==> config.mk <==
export PLATFORM = sky130hd
export DESIGN_NAME = calendar_date_days_back_unit
export DESIGN_NICKNAME = d
export VERILOG_FILES = /design/src/hdl/cddb_pkg.sv /design/src/hdl/calendar_date_days_back_unit.sv
export VERILOG_INCLUDE_DIRS = /design/src /design/src/hdl
export SDC_FILE = /design/constraint.sdc
export NUM_CORES = 1
export LEC_CHECK = 0
export ABC_AREA = 1
export BUFFER_PORTS_ARGS = -buffer_cell sky130_fd_sc_hd__buf_2
export CORE_ASPECT_RATIO = 0.75
export CORE_MARGIN = 10
export CORE_UTILIZATION = 45
export CTS_CLUSTER_SIZE = 30
export DETAILED_ROUTE_END_ITERATION = 10
export PLACE_DENSITY = 0.67
export SETUP_SLACK_MARGIN = 0.02
export SLEW_MARGIN = 20
export SYNTH_ARGS = -nofsm -noshare
export SYNTH_HDL_FRONTEND = slang
export SYNTH_SLANG_ARGS = --single-unit
==> constraint.sdc <==
create_clock -name clk_i -period 6.3 [get_ports clk_i]
set_input_delay 0.63 -clock clk_i [delete_from_list [all_inputs] [get_ports clk_i]]
set_output_delay 0.63 -clock clk_i [all_outputs]
set_load 0.02 [all_outputs]
==> src/hdl/calendar_date_days_back_unit_macros.svh <==
// Assertion macros for the calendar date days-back unit.
// Assumes clk_i and rst_ni are in scope at the place of use.
`ifndef CALENDAR_DATE_DAYS_BACK_UNIT_MACROS_SVH
`define CALENDAR_DATE_DAYS_BACK_UNIT_MACROS_SVH
`ifndef SYNTHESIS
`define CDDB_ASSERT_IMP(lbl, ante, cons) \
  lbl: assert property (@(posedge clk_i) disable iff (!rst_ni) (ante) |-> (cons)) \
    else $error("calendar date unit: same-cycle check failed");
`define CDDB_ASSERT_NXT(lbl, ante, cons) \
  lbl: assert property (@(posedge clk_i) disable iff (!rst_ni) (ante) |=> (cons)) \
    else $error("calendar date unit: next-cycle check failed");
`else
`define CDDB_ASSERT_IMP(lbl, ante, cons)
`define CDDB_ASSERT_NXT(lbl, ante, cons)
`endif
`endif

==> src/hdl/cddb_pkg.sv <==
// Package for the calendar date days-back unit: microcode word, step, condition
// and operation codes, the control program and the month start table.
// No dependencies.
package cddb_pkg;

  localparam int unsigned PcW   = 3;
  localparam int unsigned CondW = 3;
  localparam int unsigned OpW   = 3;

  localparam logic [PcW-1:0] STEP_IDLE  = 3'd0;
  localparam logic [PcW-1:0] STEP_DOY   = 3'd1;
  localparam logic [PcW-1:0] STEP_YEAR  = 3'd2;
  localparam logic [PcW-1:0] STEP_SUB   = 3'd3;
  localparam logic [PcW-1:0] STEP_MONTH = 3'd4;
  localparam logic [PcW-1:0] STEP_MUL   = 3'd5;
  localparam logic [PcW-1:0] STEP_EMIT  = 3'd6;

  localparam logic [CondW-1:0] C_NEVER       = 3'd0;
  localparam logic [CondW-1:0] C_NO_INPUT    = 3'd1;
  localparam logic [CondW-1:0] C_BACK_LT_DOY = 3'd2;
  localparam logic [CondW-1:0] C_MONTH_FOUND = 3'd3;
  localparam logic [CondW-1:0] C_OUT_BUSY    = 3'd4;

  localparam logic [OpW-1:0] OP_NOP       = 3'd0;
  localparam logic [OpW-1:0] OP_LOAD      = 3'd1;
  localparam logic [OpW-1:0] OP_DOY       = 3'd2;
  localparam logic [OpW-1:0] OP_YEAR_BACK = 3'd3;
  localparam logic [OpW-1:0] OP_SUB_BACK  = 3'd4;
  localparam logic [OpW-1:0] OP_MONTH_DEC = 3'd5;
  localparam logic [OpW-1:0] OP_DAY_MUL   = 3'd6;
  localparam logic [OpW-1:0] OP_EMIT      = 3'd7;

  localparam logic [3:0]  MonthFirst = 4'd1;
  localparam logic [3:0]  MonthLast  = 4'd12;
  localparam logic [24:0] YearScale  = 25'd10000;
  localparam logic [24:0] MonthScale = 25'd100;
  localparam logic [15:0] DaysCommon = 16'd365;
  localparam logic [15:0] DaysLeap   = 16'd366;

  // When the condition holds the step jumps to tgt, otherwise it runs op and goes to nxt.
  typedef struct packed {
    logic [CondW-1:0] cond;
    logic [PcW-1:0]   tgt;
    logic [OpW-1:0]   op;
    logic [PcW-1:0]   nxt;
  } cddb_uword_t;

  function automatic cddb_uword_t ucode(input logic [PcW-1:0] pc);
    cddb_uword_t w;
    unique case (pc)
      STEP_IDLE:  w = '{C_NO_INPUT,    STEP_IDLE,  OP_LOAD,      STEP_DOY};
      STEP_DOY:   w = '{C_NEVER,       STEP_IDLE,  OP_DOY,       STEP_YEAR};
      STEP_YEAR:  w = '{C_BACK_LT_DOY, STEP_SUB,   OP_YEAR_BACK, STEP_YEAR};
      STEP_SUB:   w = '{C_NEVER,       STEP_IDLE,  OP_SUB_BACK,  STEP_MONTH};
      STEP_MONTH: w = '{C_MONTH_FOUND, STEP_MUL,   OP_MONTH_DEC, STEP_MONTH};
      STEP_MUL:   w = '{C_NEVER,       STEP_IDLE,  OP_DAY_MUL,   STEP_EMIT};
      STEP_EMIT:  w = '{C_OUT_BUSY,    STEP_EMIT,  OP_EMIT,      STEP_IDLE};
      default:    w = '{C_NEVER,       STEP_IDLE,  OP_NOP,       STEP_IDLE};
    endcase
    return w;
  endfunction

  // Days before the first of month m, one more from March on in a leap year.
  function automatic logic [8:0] start_of(input logic [3:0] m, input logic leap);
    logic [8:0] s;
    unique case (m)
      4'd2:    s = 9'd31;
      4'd3:    s = 9'd59;
      4'd4:    s = 9'd90;
      4'd5:    s = 9'd120;
      4'd6:    s = 9'd151;
      4'd7:    s = 9'd181;
      4'd8:    s = 9'd212;
      4'd9:    s = 9'd243;
      4'd10:   s = 9'd273;
      4'd11:   s = 9'd304;
      4'd12:   s = 9'd334;
      default: s = 9'd0;
    endcase
    if (m >= 4'd3 && leap) begin
      s = s + 9'd1;
    end
    return s;
  endfunction

endpackage

==> src/hdl/calendar_date_days_back_unit.sv <==
// The microcode loads a request, forms its day of year, steps back whole years,
// subtracts the rest, searches the months and packs the date; one request at a time.
// A finished result waits in the output register while the next request is taken.
// Reset returns the sequencer to its idle step and clears the output valid flag.
`include "calendar_date_days_back_unit_macros.svh"
module calendar_date_days_back_unit
  import cddb_pkg::*;
(
  input  logic        clk_i,
  input  logic        rst_ni,
  input  logic        s_axis_tvalid,
  output logic        s_axis_tready,
  // start_year[11:0], start_month[15:12], start_day[20:16], days_back[35:21]
  input  logic [39:0] s_axis_tdata,
  output logic        m_axis_tvalid,
  input  logic        m_axis_tready,
  // result_year[11:0], result_month[15:12], result_day[20:16], packed_date[45:21]
  output logic [47:0] m_axis_tdata
);

  logic [PcW-1:0] pc_q, pc_d;
  cddb_uword_t    uw;
  logic           take;

  logic [12:0] year_q, year_d;
  logic [15:0] doy_q, doy_d;
  logic [14:0] back_q, back_d;
  logic [3:0]  m_q, m_d;
  logic [4:0]  day_q, day_d;
  logic [24:0] prod_q, prod_d;

  logic        out_valid_q, out_valid_d;
  logic [45:0] out_data_q, out_data_d;

  logic [3:0]  in_month;
  logic [12:0] year_m1;
  logic [8:0]  m_start;
  logic [24:0] packed_sum;

  assign uw       = ucode(pc_q);
  assign year_m1  = year_q - 13'd1;
  assign m_start  = start_of(m_q, year_q[1:0] == 2'b00);

  always_comb begin
    if (s_axis_tdata[15:12] < MonthFirst) begin
      in_month = MonthFirst;
    end else if (s_axis_tdata[15:12] > MonthLast) begin
      in_month = MonthLast;
    end else begin
      in_month = s_axis_tdata[15:12];
    end
  end

  always_comb begin
    unique case (uw.cond)
      C_NEVER:       take = 1'b0;
      C_NO_INPUT:    take = !s_axis_tvalid;
      C_BACK_LT_DOY: take = {1'b0, back_q} < doy_q;
      C_MONTH_FOUND: take = (m_q == MonthFirst) || ({7'd0, m_start} < doy_q);
      C_OUT_BUSY:    take = out_valid_q && !m_axis_tready;
      default:       take = 1'b0;
    endcase
  end

  assign packed_sum = prod_q + 25'(m_q) * MonthScale + 25'(day_q);

  always_comb begin
    pc_d        = take ? uw.tgt : uw.nxt;
    year_d      = year_q;
    doy_d       = doy_q;
    back_d      = back_q;
    m_d         = m_q;
    day_d       = day_q;
    prod_d      = prod_q;
    out_data_d  = out_data_q;
    out_valid_d = out_valid_q && !m_axis_tready;
    if (!take) begin
      unique case (uw.op)
        OP_NOP: begin
        end
        OP_LOAD: begin
          year_d = {1'b0, s_axis_tdata[11:0]};
          m_d    = in_month;
          day_d  = s_axis_tdata[20:16];
          back_d = s_axis_tdata[35:21];
        end
        OP_DOY: begin
          doy_d = {7'd0, m_start} + {11'd0, day_q};
        end
        OP_YEAR_BACK: begin
          year_d = year_m1;
          doy_d  = doy_q + ((year_m1[1:0] == 2'b00) ? DaysLeap : DaysCommon);
        end
        OP_SUB_BACK: begin
          doy_d = doy_q - {1'b0, back_q};
          m_d   = MonthLast;
        end
        OP_MONTH_DEC: begin
          m_d = m_q - 4'd1;
        end
        OP_DAY_MUL: begin
          day_d  = 5'(doy_q[8:0] - m_start);
          prod_d = 25'({{12{year_q[12]}}, year_q} * YearScale);
        end
        OP_EMIT: begin
          out_data_d  = {packed_sum, day_q, m_q, year_q[11:0]};
          out_valid_d = 1'b1;
        end
        default: begin
        end
      endcase
    end
  end

  always_ff @(posedge clk_i or negedge rst_ni) begin
    if (!rst_ni) begin
      pc_q        <= STEP_IDLE;
      out_valid_q <= 1'b0;
    end else begin
      pc_q        <= pc_d;
      out_valid_q <= out_valid_d;
    end
  end

  always_ff @(posedge clk_i) begin
    year_q     <= year_d;
    doy_q      <= doy_d;
    back_q     <= back_d;
    m_q        <= m_d;
    day_q      <= day_d;
    prod_q     <= prod_d;
    out_data_q <= out_data_d;
  end

  assign s_axis_tready = (uw.op == OP_LOAD);
  assign m_axis_tvalid = out_valid_q;
  assign m_axis_tdata  = {2'b00, out_data_q};

  `CDDB_ASSERT_NXT(a_accept_starts, s_axis_tvalid && s_axis_tready, pc_q == STEP_DOY)
  `CDDB_ASSERT_IMP(a_month_range, pc_q == STEP_MONTH, m_q >= MonthFirst && m_q <= MonthLast)
  `CDDB_ASSERT_IMP(a_doy_range, pc_q == STEP_MONTH, doy_q != 16'd0 && doy_q <= DaysLeap)

endmodule
==> impl_metrics.prom, run 1 <==
# TYPE chip_impl_metric gauge
chip_impl_metric{name="synth.avg_cell_area",unit="um2"} 9.35
chip_impl_metric{name="syn_inst",unit=""} 1094
chip_impl_metric{name="first_global_vias",unit=""} 7006
chip_impl_metric{name="combined_area_of_the_multi_input_logic_cells",unit="um2"} 5570
chip_impl_metric{name="path_clk_slew",unit="ns"} 0.07
chip_impl_info{name="cp-end-kind",value="register"} 1
chip_impl_metric{name="grt_util_all_layers",unit="%"} 15.4
chip_impl_metric{name="pin_count",unit=""} 94
chip_impl_metric{name="slew_hr",unit="%"} 36.7
chip_impl_metric{name="period_needed",unit="ns"} 4.66
chip_impl_metric{name="final_hold_viol_count",unit=""} 0
chip_impl_metric{name="postCtsSetupRepairBufs",unit=""} 0
chip_impl_info{name="cts_tree",value="yes"} 1
chip_impl_info{name="netlist_top_cells_area",value="edfxtp_1 35%, ha_1 17%, fa_1 7.8%"} 1
chip_impl_metric{name="wire_per_inst",unit="um"} 14.8
chip_impl_metric{name="floorplan.rows",unit=""} 47
chip_impl_metric{name="worst_skew_pair.late_latency",unit="ns"} 0.43
chip_impl_metric{name="cts_sinks",unit=""} 131
chip_impl_metric{name="detail_route.drc_violations",unit=""} 0
chip_impl_metric{name="grt_pass1_wl",unit="um"} 36300
chip_impl_metric{name="filler_cell_count",unit=""} 2047
chip_impl_metric{name="layout.area.seq",unit="um2"} 3820
chip_impl_metric{name="initialDrtViolationCount",unit=""} 604
chip_impl_metric{name="max_cap_viol_count",unit=""} 0
chip_impl_metric{name="placeable_core_region",unit="um2"} 22200
chip_impl_metric{name="worst_ep_required_time",unit="ns"} 6.40
chip_impl_metric{name="timing_worst_slew_pin_value",unit="ns"} 0.947
chip_impl_metric{name="start_util",unit="%"} 46.0
chip_impl_metric{name="yosys.area.top_type_share",unit="%"} 34.7
chip_impl_info{name="timing_worst_setup_path_type",value="reg2reg"} 1
chip_impl_metric{name="detailroute.wirelength.met2",unit="um"} 8930
chip_impl_info{name="setup_repair_after_global_routing_missed_its_margin",value="no"} 1
chip_impl_metric{name="mappedNetlistArea",unit="um2"} 10200
chip_impl_info{name="cp-start-kind",value="register"} 1
chip_impl_metric{name="layout.nets",unit=""} 1422
chip_impl_metric{name="drive_gt1_share",unit="%"} 13.8
chip_impl_metric{name="ctsHtreeMaxLevel",unit=""} 4
chip_impl_info{name="status",value="finished, final reports clean"} 1
chip_impl_info{name="cts-root-buf",value="clkbuf_16"} 1
chip_impl_metric{name="floorplan.die.height",unit="um"} 151
chip_impl_metric{name="grt_overflow",unit=""} 0
chip_impl_metric{name="yosysWarningCount",unit=""} 0
chip_impl_info{name="synth_top_cell_by_area",value="edfxtp_1"} 1
chip_impl_metric{name="worst-path-max-fanout",unit=""} 24
chip_impl_metric{name="met3RoutedLength",unit="um"} 1570
chip_impl_metric{name="route.vias.total",unit=""} 7342
chip_impl_metric{name="sequential_element_share_of_the_synthesized_area",unit="%"} 37.4
chip_impl_metric{name="finalSetupViolations",unit=""} 0
chip_impl_metric{name="m1WireLength",unit="um"} 11500
chip_impl_metric{name="drv_slew",unit=""} 0
chip_impl_metric{name="post_synth_num_cell_types",unit=""} 51
chip_impl_metric{name="finalCritPeriodShare",unit="%"} 73.9
chip_impl_metric{name="dpl.hpwl",unit="um"} 17700
chip_impl_metric{name="clock.fmax",unit="MHz"} 215
chip_impl_info{name="max_used_layer",value="met4"} 1
chip_impl_metric{name="detail_route.wirelength",unit="um"} 22300
chip_impl_info{name="holdCritPathClass",value="in2reg"} 1
chip_impl_metric{name="postRouteAntennaNets",unit=""} 0
chip_impl_metric{name="gp_routability_congestion",unit=""} 0.861
chip_impl_metric{name="synth_seq_cells",unit=""} 131
chip_impl_metric{name="fp.dieArea",unit="um2"} 29200
chip_impl_metric{name="cts_buffers",unit=""} 17
chip_impl_metric{name="setup-tns-final",unit="ns"} 0
chip_impl_metric{name="cts-root-to-sink-buffers",unit=""} 2
chip_impl_metric{name="first_pass_detailed_route_iteration_total",unit=""} 5
chip_impl_metric{name="viasPerCell",unit=""} 4.88
chip_impl_metric{name="grt_max_degree",unit=""} 29
chip_impl_metric{name="timing.critical_path.arrival",unit="ns"} 4.75
chip_impl_metric{name="place.port_buffers",unit=""} 87
chip_impl_metric{name="final_antenna_diode_count",unit=""} 0
chip_impl_metric{name="area_delta_synth_final",unit="%"} 14.0
chip_impl_metric{name="die_w",unit="um"} 194
chip_impl_metric{name="initial_antenna_violation_count",unit=""} 0
chip_impl_metric{name="timing.clock.skew",unit="ns"} 0.0103
-- state kept, by name, summed over array words and instances (netlist names), named ones only --
| name | flops |
|---|---|
| out_data_q | 44 |
| prod_q | 21 |
| doy_q | 16 |
| back_q | 15 |
| year_q | 13 |
| day_q | 5 |
| m_q | 4 |
| pc_q | 3 |
| m_axis_tvalid | 1 |
-- layout by cell type (no fill, tap or decap), types with 9 or more instances in the layout --
master and count:
ha_1 139, xor2_1 50, inv_1 208, nand3_1 46
edfxtp_1 118, o21ai_0 51, nor2_1 44, clkbuf_16 17
nand2_2 11, a21oi_1 43, xnor2_1 21, dfxtp_1 9
nand4_1 11, buf_2 87, fa_1 40, nand2_1 206
-- layout make-up --
class                           count  area share, %
Tap cell                          294           3.16
Timing Repair Buffer               93           4.15
Multi-Input combinational cell    743           47.8
Inverter                          213           6.95
Clock inverter                     15           1.46
Clock buffer                       17           3.65
Sequential cell                   131           32.8
-- synth_stat cells, drive strengths merged --
cell and count:
a21boi 3, a21o 4, a21oi 46, a221oi 1
a22oi 1, a31o 2, a31oi 5, a32oi 1
and2 2, buf 4, clkbuf 4, clkinv 2
conb 1, dfrtp 4, dfxtp 9, edfxtp 118
fa 40, ha 139, inv 211, nand2 221
nand3 52, nand3b 1, nand4 11, nor2 51
nor3 8, o211a 1, o211ai 8, o21a 2
o21ai 54, o21bai 1, o22ai 4, o311ai 2
o31ai 2, o32ai 1, o41ai 1, or2 6
xnor2 21, xor2 50
-- kinds of logic after synthesis --
family / share of synthesized area, %
adder cells (fa/ha/maj): 24.8
AND/OR/NAND/NOR: 15.3
buffers and inverters: 8.36
flip-flops: 37.4
XOR/XNOR: 6.08
AO/OA/AOI/OAI: 7.99
other: 0.0367
-- layer usage --
layer / global-route usage (%) / vias to the layer above
met3: 4.33 / 21
met2: 21.6 / 175
met5: 0 / -
met4: 3.91 / 0
li1: - / 3798
met1: 22.5 / 3348
-- through the flow --
step / area (um2) / utilization [%] / std cells / worst slack [ns] / hold slack, ns
after global routing: 11700 / 52.4 / 1506 / 1.15 / 0.361
after CTS: 11700 / 52.4 / 1506 / 1.59 / 0.361
after detailed placement: 11000 / 49.7 / 1473 / 1.61 / 0.449
after floorplan: 10200 / - / 1095 / 1.29 / 0.334
after global placement: 11000 / 49.7 / 1473 / 1.66 / 0.450
final: 11700 / 52.4 / 1506 / 1.64 / 0.372
-- critical path, cell delays in order (launching register included) --
cell	delay, ns
edfxtp_1	0.54
inv_1	0.18
ha_1	0.25
nand2_1	0.12
nand2_1	0.12
nor2_1	0.18
nand3_1	0.14
nor3_1	0.20
xnor2_1	0.19
inv_1	0.09
ha_1	0.30
nand2_1	0.07
nor2_1	0.10
nand2_1	0.06
nand2_1	0.06
nand2_1	0.04
nand2_1	0.07
nand2_1	0.06
nand2_1	0.20
nand2_1	0.26
nor2_4	0.67
buf_4	0.43
-- final timing paths --
check / cells past startpoint / endpoint / start / slack [ns]
setup / recovery: 21 / out_data_q[28] / m_q[2] / 1.64
hold / removal: 1 / back_q[13] / s_axis_tdata[34] / 0.37
setup reg to reg: 21 / out_data_q[28] / m_q[2] / 1.64
hold reg to reg: 1 / pc_q[1] / pc_q[1] / 0.50
max in group asynchronous: 2 / pc_q[0] / rst_ni / 5.61
min in group asynchronous: 2 / m_axis_tvalid / rst_ni / 0.56
-- timing repair --
action / 4_1_cts / 5_1_grt
hold endpoints to repair: 4 / 0
hold buffers: 1 / 0
gates resized for setup: 0 / 0
Power of run 1 is left out: the tool's default activity adds up to more than one toggle a clock period on the data nets, which glitch-free logic cannot reach.
==> run 2: changes to the inputs <==
Settings changed: ABC_AREA 1 to 0.
Clock period 6.3 ns to 4.6 ns, I/O delays scaled along.
==> run 2 against run 1 <==
Die area is 0.90% lower. Cell count down 7.0%. Critical path depth is 4 lower. Sequential share of layout area down 0.22 points. Global-route usage barely moved. Setup slack worse by 1.4 ns. Final area rose by 0.68%. Worst hold slack lost 0.17 ns. Wire length fell by 2.7%. Via count down 4.5%. Clock-buffer cell count unchanged. Synthesized area shrank 1.0%. Highest routed layer unchanged.
==> impl_metrics.prom, run 2 <==
# TYPE chip_impl_metric gauge
chip_impl_metric{name="detail_route.wirelength",unit="um"} 21700
chip_impl_metric{name="largest_register_ff_count",unit=""} 44
chip_impl_metric{name="synth.avg_cell_area",unit="um2"} 10.4
chip_impl_metric{name="max_cap_viol_count",unit=""} 0
chip_impl_metric{name="clock.fmax",unit="MHz"} 228
chip_impl_metric{name="synth-edff-count",unit=""} 118
chip_impl_metric{name="yosysWarningCount",unit=""} 0
chip_impl_metric{name="initialDrtViolationCount",unit=""} 435
chip_impl_info{name="holdCritPathClass",value="in2reg"} 1
chip_impl_metric{name="timing.clock.skew",unit="ns"} 0.0116
chip_impl_metric{name="filler_cell_count",unit=""} 1996
chip_impl_info{name="critical_path.reg2reg.endpoint",value="prod_q[22]"} 1
chip_impl_metric{name="fin_worst_setup_slack",unit="ns"} 0.204
chip_impl_metric{name="grt_max_degree",unit=""} 43
chip_impl_info{name="netlist_top_cells_area",value="edfxtp_1 35%, ha_1 17%, fa_1 7.9%"} 1
chip_impl_metric{name="synth_seq_cells",unit=""} 131
chip_impl_metric{name="fp.dieArea",unit="um2"} 28900
chip_impl_metric{name="route.vias.total",unit=""} 7008
chip_impl_info{name="critical-path-top-cell-by-count",value="inv_1"} 1
chip_impl_metric{name="path_clk_slew",unit="ns"} 0.06
chip_impl_metric{name="detailroute.wirelength.met2",unit="um"} 9170
chip_impl_metric{name="first_pass_detailed_route_iteration_total",unit=""} 5
chip_impl_metric{name="cts_buffers",unit=""} 17
chip_impl_metric{name="grt_overflow",unit=""} 0
chip_impl_metric{name="drv_slew",unit=""} 0
chip_impl_metric{name="place.port_buffers",unit=""} 87
chip_impl_metric{name="timing_worst_slew_pin_value",unit="ns"} 0.884
chip_impl_metric{name="worst_ep_required_time",unit="ns"} 4.77
chip_impl_info{name="cp-end-kind",value="register"} 1
chip_impl_info{name="timing_worst_setup_path_type",value="reg2reg"} 1
chip_impl_info{name="setup_repair_after_global_routing_missed_its_margin",value="no"} 1
chip_impl_metric{name="ctsHtreeMaxLevel",unit=""} 4
chip_impl_metric{name="initial_antenna_violation_count",unit=""} 0
chip_impl_info{name="synth.cells.most_frequent",value="158 x inv_1, 139 x ha_1, 118 x edfxtp_1, 70 x xnor2_1, 65 x nand2_1"} 1
chip_impl_info{name="biggestRegsByFlops",value="out_data_q (44), prod_q (21), doy_q (16)"} 1
chip_impl_metric{name="detail_route.drc_violations",unit=""} 0
chip_impl_metric{name="post_synth_num_cell_types",unit=""} 66
chip_impl_metric{name="layout.area.seq",unit="um2"} 3820
chip_impl_metric{name="ys_async_sr_fraction",unit="%"} 3.05
chip_impl_metric{name="timing.critical_path.arrival",unit="ns"} 4.57
chip_impl_metric{name="area_delta_synth_final",unit="%"} 15.9
chip_impl_metric{name="die_w",unit="um"} 193
chip_impl_metric{name="worst-path-max-fanout",unit=""} 6
chip_impl_metric{name="period_needed",unit="ns"} 4.40
chip_impl_metric{name="floorplan.die.height",unit="um"} 150
chip_impl_metric{name="post-place-ws",unit="ns"} 0.0252
chip_impl_metric{name="timing.critical_path.buf_inv",unit=""} 4
chip_impl_metric{name="cts_sinks",unit=""} 131
chip_impl_metric{name="syn_inst",unit=""} 969
chip_impl_metric{name="setup-tns-final",unit="ns"} 0
chip_impl_metric{name="first_global_vias",unit=""} 6756
chip_impl_metric{name="timing.critical_path.depth",unit=""} 17
chip_impl_info{name="cts_tree",value="yes"} 1
chip_impl_metric{name="postRouteAntennaNets",unit=""} 0
chip_impl_metric{name="combined_area_of_the_multi_input_logic_cells",unit="um2"} 5630
chip_impl_info{name="worstPathCellList",value="fa_1, ha_1, inv_1, fa_1, inv_1, ha_1, inv_1, fa_1, inv_1, ha_1, and2_1, a31oi_1, o21ai_2, o211a_1, o21a_1, nor2_1, xnor2_1"} 1
chip_impl_metric{name="layout.nets",unit=""} 1317
chip_impl_metric{name="worstRegToRegCells",unit=""} 17
chip_impl_metric{name="finalCritPeriodShare",unit="%"} 95.6
chip_impl_metric{name="worst_skew_pair.late_latency",unit="ns"} 0.43
chip_impl_metric{name="dpl-instance-area",unit="um2"} 11000
chip_impl_info{name="synthMostInstantiatedCell",value="inv_1"} 1
chip_impl_info{name="crit-reg2reg-launch",value="year_q[9]"} 1
chip_impl_metric{name="dpl.hpwl",unit="um"} 16900
chip_impl_metric{name="finalSetupViolations",unit=""} 0
chip_impl_metric{name="drive_gt1_share",unit="%"} 15.5
chip_impl_info{name="max_used_layer",value="met4"} 1
chip_impl_metric{name="final_hold_viol_count",unit=""} 0
chip_impl_info{name="critical_path.slowest_cell",value="edfxtp_1"} 1
chip_impl_info{name="cts-root-buf",value="clkbuf_16"} 1
chip_impl_metric{name="start_util",unit="%"} 45.8
chip_impl_metric{name="mappedNetlistArea",unit="um2"} 10100
chip_impl_metric{name="met3RoutedLength",unit="um"} 1090
chip_impl_metric{name="grt_pass1_wl",unit="um"} 35500
chip_impl_metric{name="pin_count",unit=""} 94
chip_impl_metric{name="floorplan.rows",unit=""} 47
chip_impl_metric{name="cts-root-to-sink-buffers",unit=""} 2
chip_impl_metric{name="slew_hr",unit="%"} 41.0
chip_impl_metric{name="reg2reg_setup_slack",unit="ns"} 0.20
chip_impl_metric{name="viasPerCell",unit=""} 5.00
chip_impl_metric{name="grt_util_all_layers",unit="%"} 15.4
chip_impl_metric{name="wire_per_inst",unit="um"} 15.5
chip_impl_metric{name="fin_area",unit="um2"} 11700
chip_impl_metric{name="placeable_core_region",unit="um2"} 22100
chip_impl_info{name="mostFrequentLayoutCell",value="inv_1"} 1
chip_impl_info{name="critical_path.endpoint",value="prod_q[22]"} 1
chip_impl_info{name="cp-start-kind",value="register"} 1
chip_impl_info{name="largest_register",value="out_data_q"} 1
chip_impl_info{name="cp_top_family",value="adder cells"} 1
chip_impl_info{name="worstSetupStartpoint",value="year_q[9]"} 1
chip_impl_metric{name="max_stage_delay",unit="ns"} 0.55
chip_impl_metric{name="sequential_element_share_of_the_synthesized_area",unit="%"} 37.8
chip_impl_info{name="synth_top_cell_by_area",value="edfxtp_1"} 1
chip_impl_info{name="final_cell_mix",value="158 x inv_1, 138 x ha_1, 118 x edfxtp_1"} 1
chip_impl_metric{name="yosys.area.top_type_share",unit="%"} 35.0
chip_impl_metric{name="m1WireLength",unit="um"} 11200
chip_impl_metric{name="final_antenna_diode_count",unit=""} 0
chip_impl_metric{name="min_path_cells",unit=""} 1
chip_impl_info{name="yosys_most_used_dff",value="edfxtp_1"} 1
chip_impl_info{name="status",value="finished, final reports clean"} 1
chip_impl_metric{name="gp_routability_congestion",unit=""} 0.861
[run 2: logic make-up after synthesis]
logic type	Yosys count	synth area share, %
buffers and inverters	179	6.91
other	1	0.0371
XOR/XNOR	94	8.14
multiplexers	11	1.37
adder cells (fa/ha/maj)	179	25.1
flip-flops	131	37.8
AO/OA/AOI/OAI	188	11.9
AND/OR/NAND/NOR	186	8.73
[run 2: routing by layer]
| metal | track usage [%] | up-vias |
|---|---|---|
| met1 | 23.1 | 3256 |
| met2 | 22.1 | 163 |
| li1 | - | 3576 |
| met3 | 3.23 | 13 |
| met4 | 3.49 | 0 |
| met5 | 0 | - |
[run 2: how the worst min path moves through the flow]
stage,slack [ns],start,to
floorplan,0.16,rst_ni,m_axis_tvalid
global placement,0.28,rst_ni,m_axis_tvalid
detailed placement,0.28,rst_ni,m_axis_tvalid
CTS,0.19,s_axis_tdata[27],back_q[6]
global route,0.19,s_axis_tdata[22],back_q[1]
finish,0.21,s_axis_tdata[27],back_q[6]
[run 2: final cells by class]
cell class	count	share of cell area, %
multi-input combinational	660	48.0
clock inverter	15	1.40
clock buffer	17	3.63
inverter	159	5.09
timing repair buffer	125	6.17
sequential	131	32.6
tap	294	3.14
[run 2: per-stage QoR]
step / utilization, % / hold WS [ns] / cells
6_report: 53.1 / 0.206 / 1401
5_1_grt: 53.1 / 0.189 / 1401
4_1_cts: 52.7 / 0.193 / 1393
3_5_place_dp: 49.9 / 0.284 / 1358
3_3_place_gp: 49.9 / 0.281 / 1358
2_1_floorplan: - / 0.164 / 970
[run 2: worst register-to-register path, delay by kind of cell, from the launching register on]
family	cells	cell delay, ns
buffers and inverters	4	0.19
AOI/OAI and AO/OA	4	0.70
and+or+nand+nor	2	0.26
adders and majority gates	6	2.37
DFF	1	0.55
xor gates and xnor gates	1	0.07
[run 2: timing repair]
action                     CTS  global route
gates resized for setup      0             9
hold endpoints to repair     4             0
hold buffers                 1             0
setup buffers                2             8
setup endpoints to repair    1             4
pin swaps                    0             3
Power of run 2 is left out for the same reason.
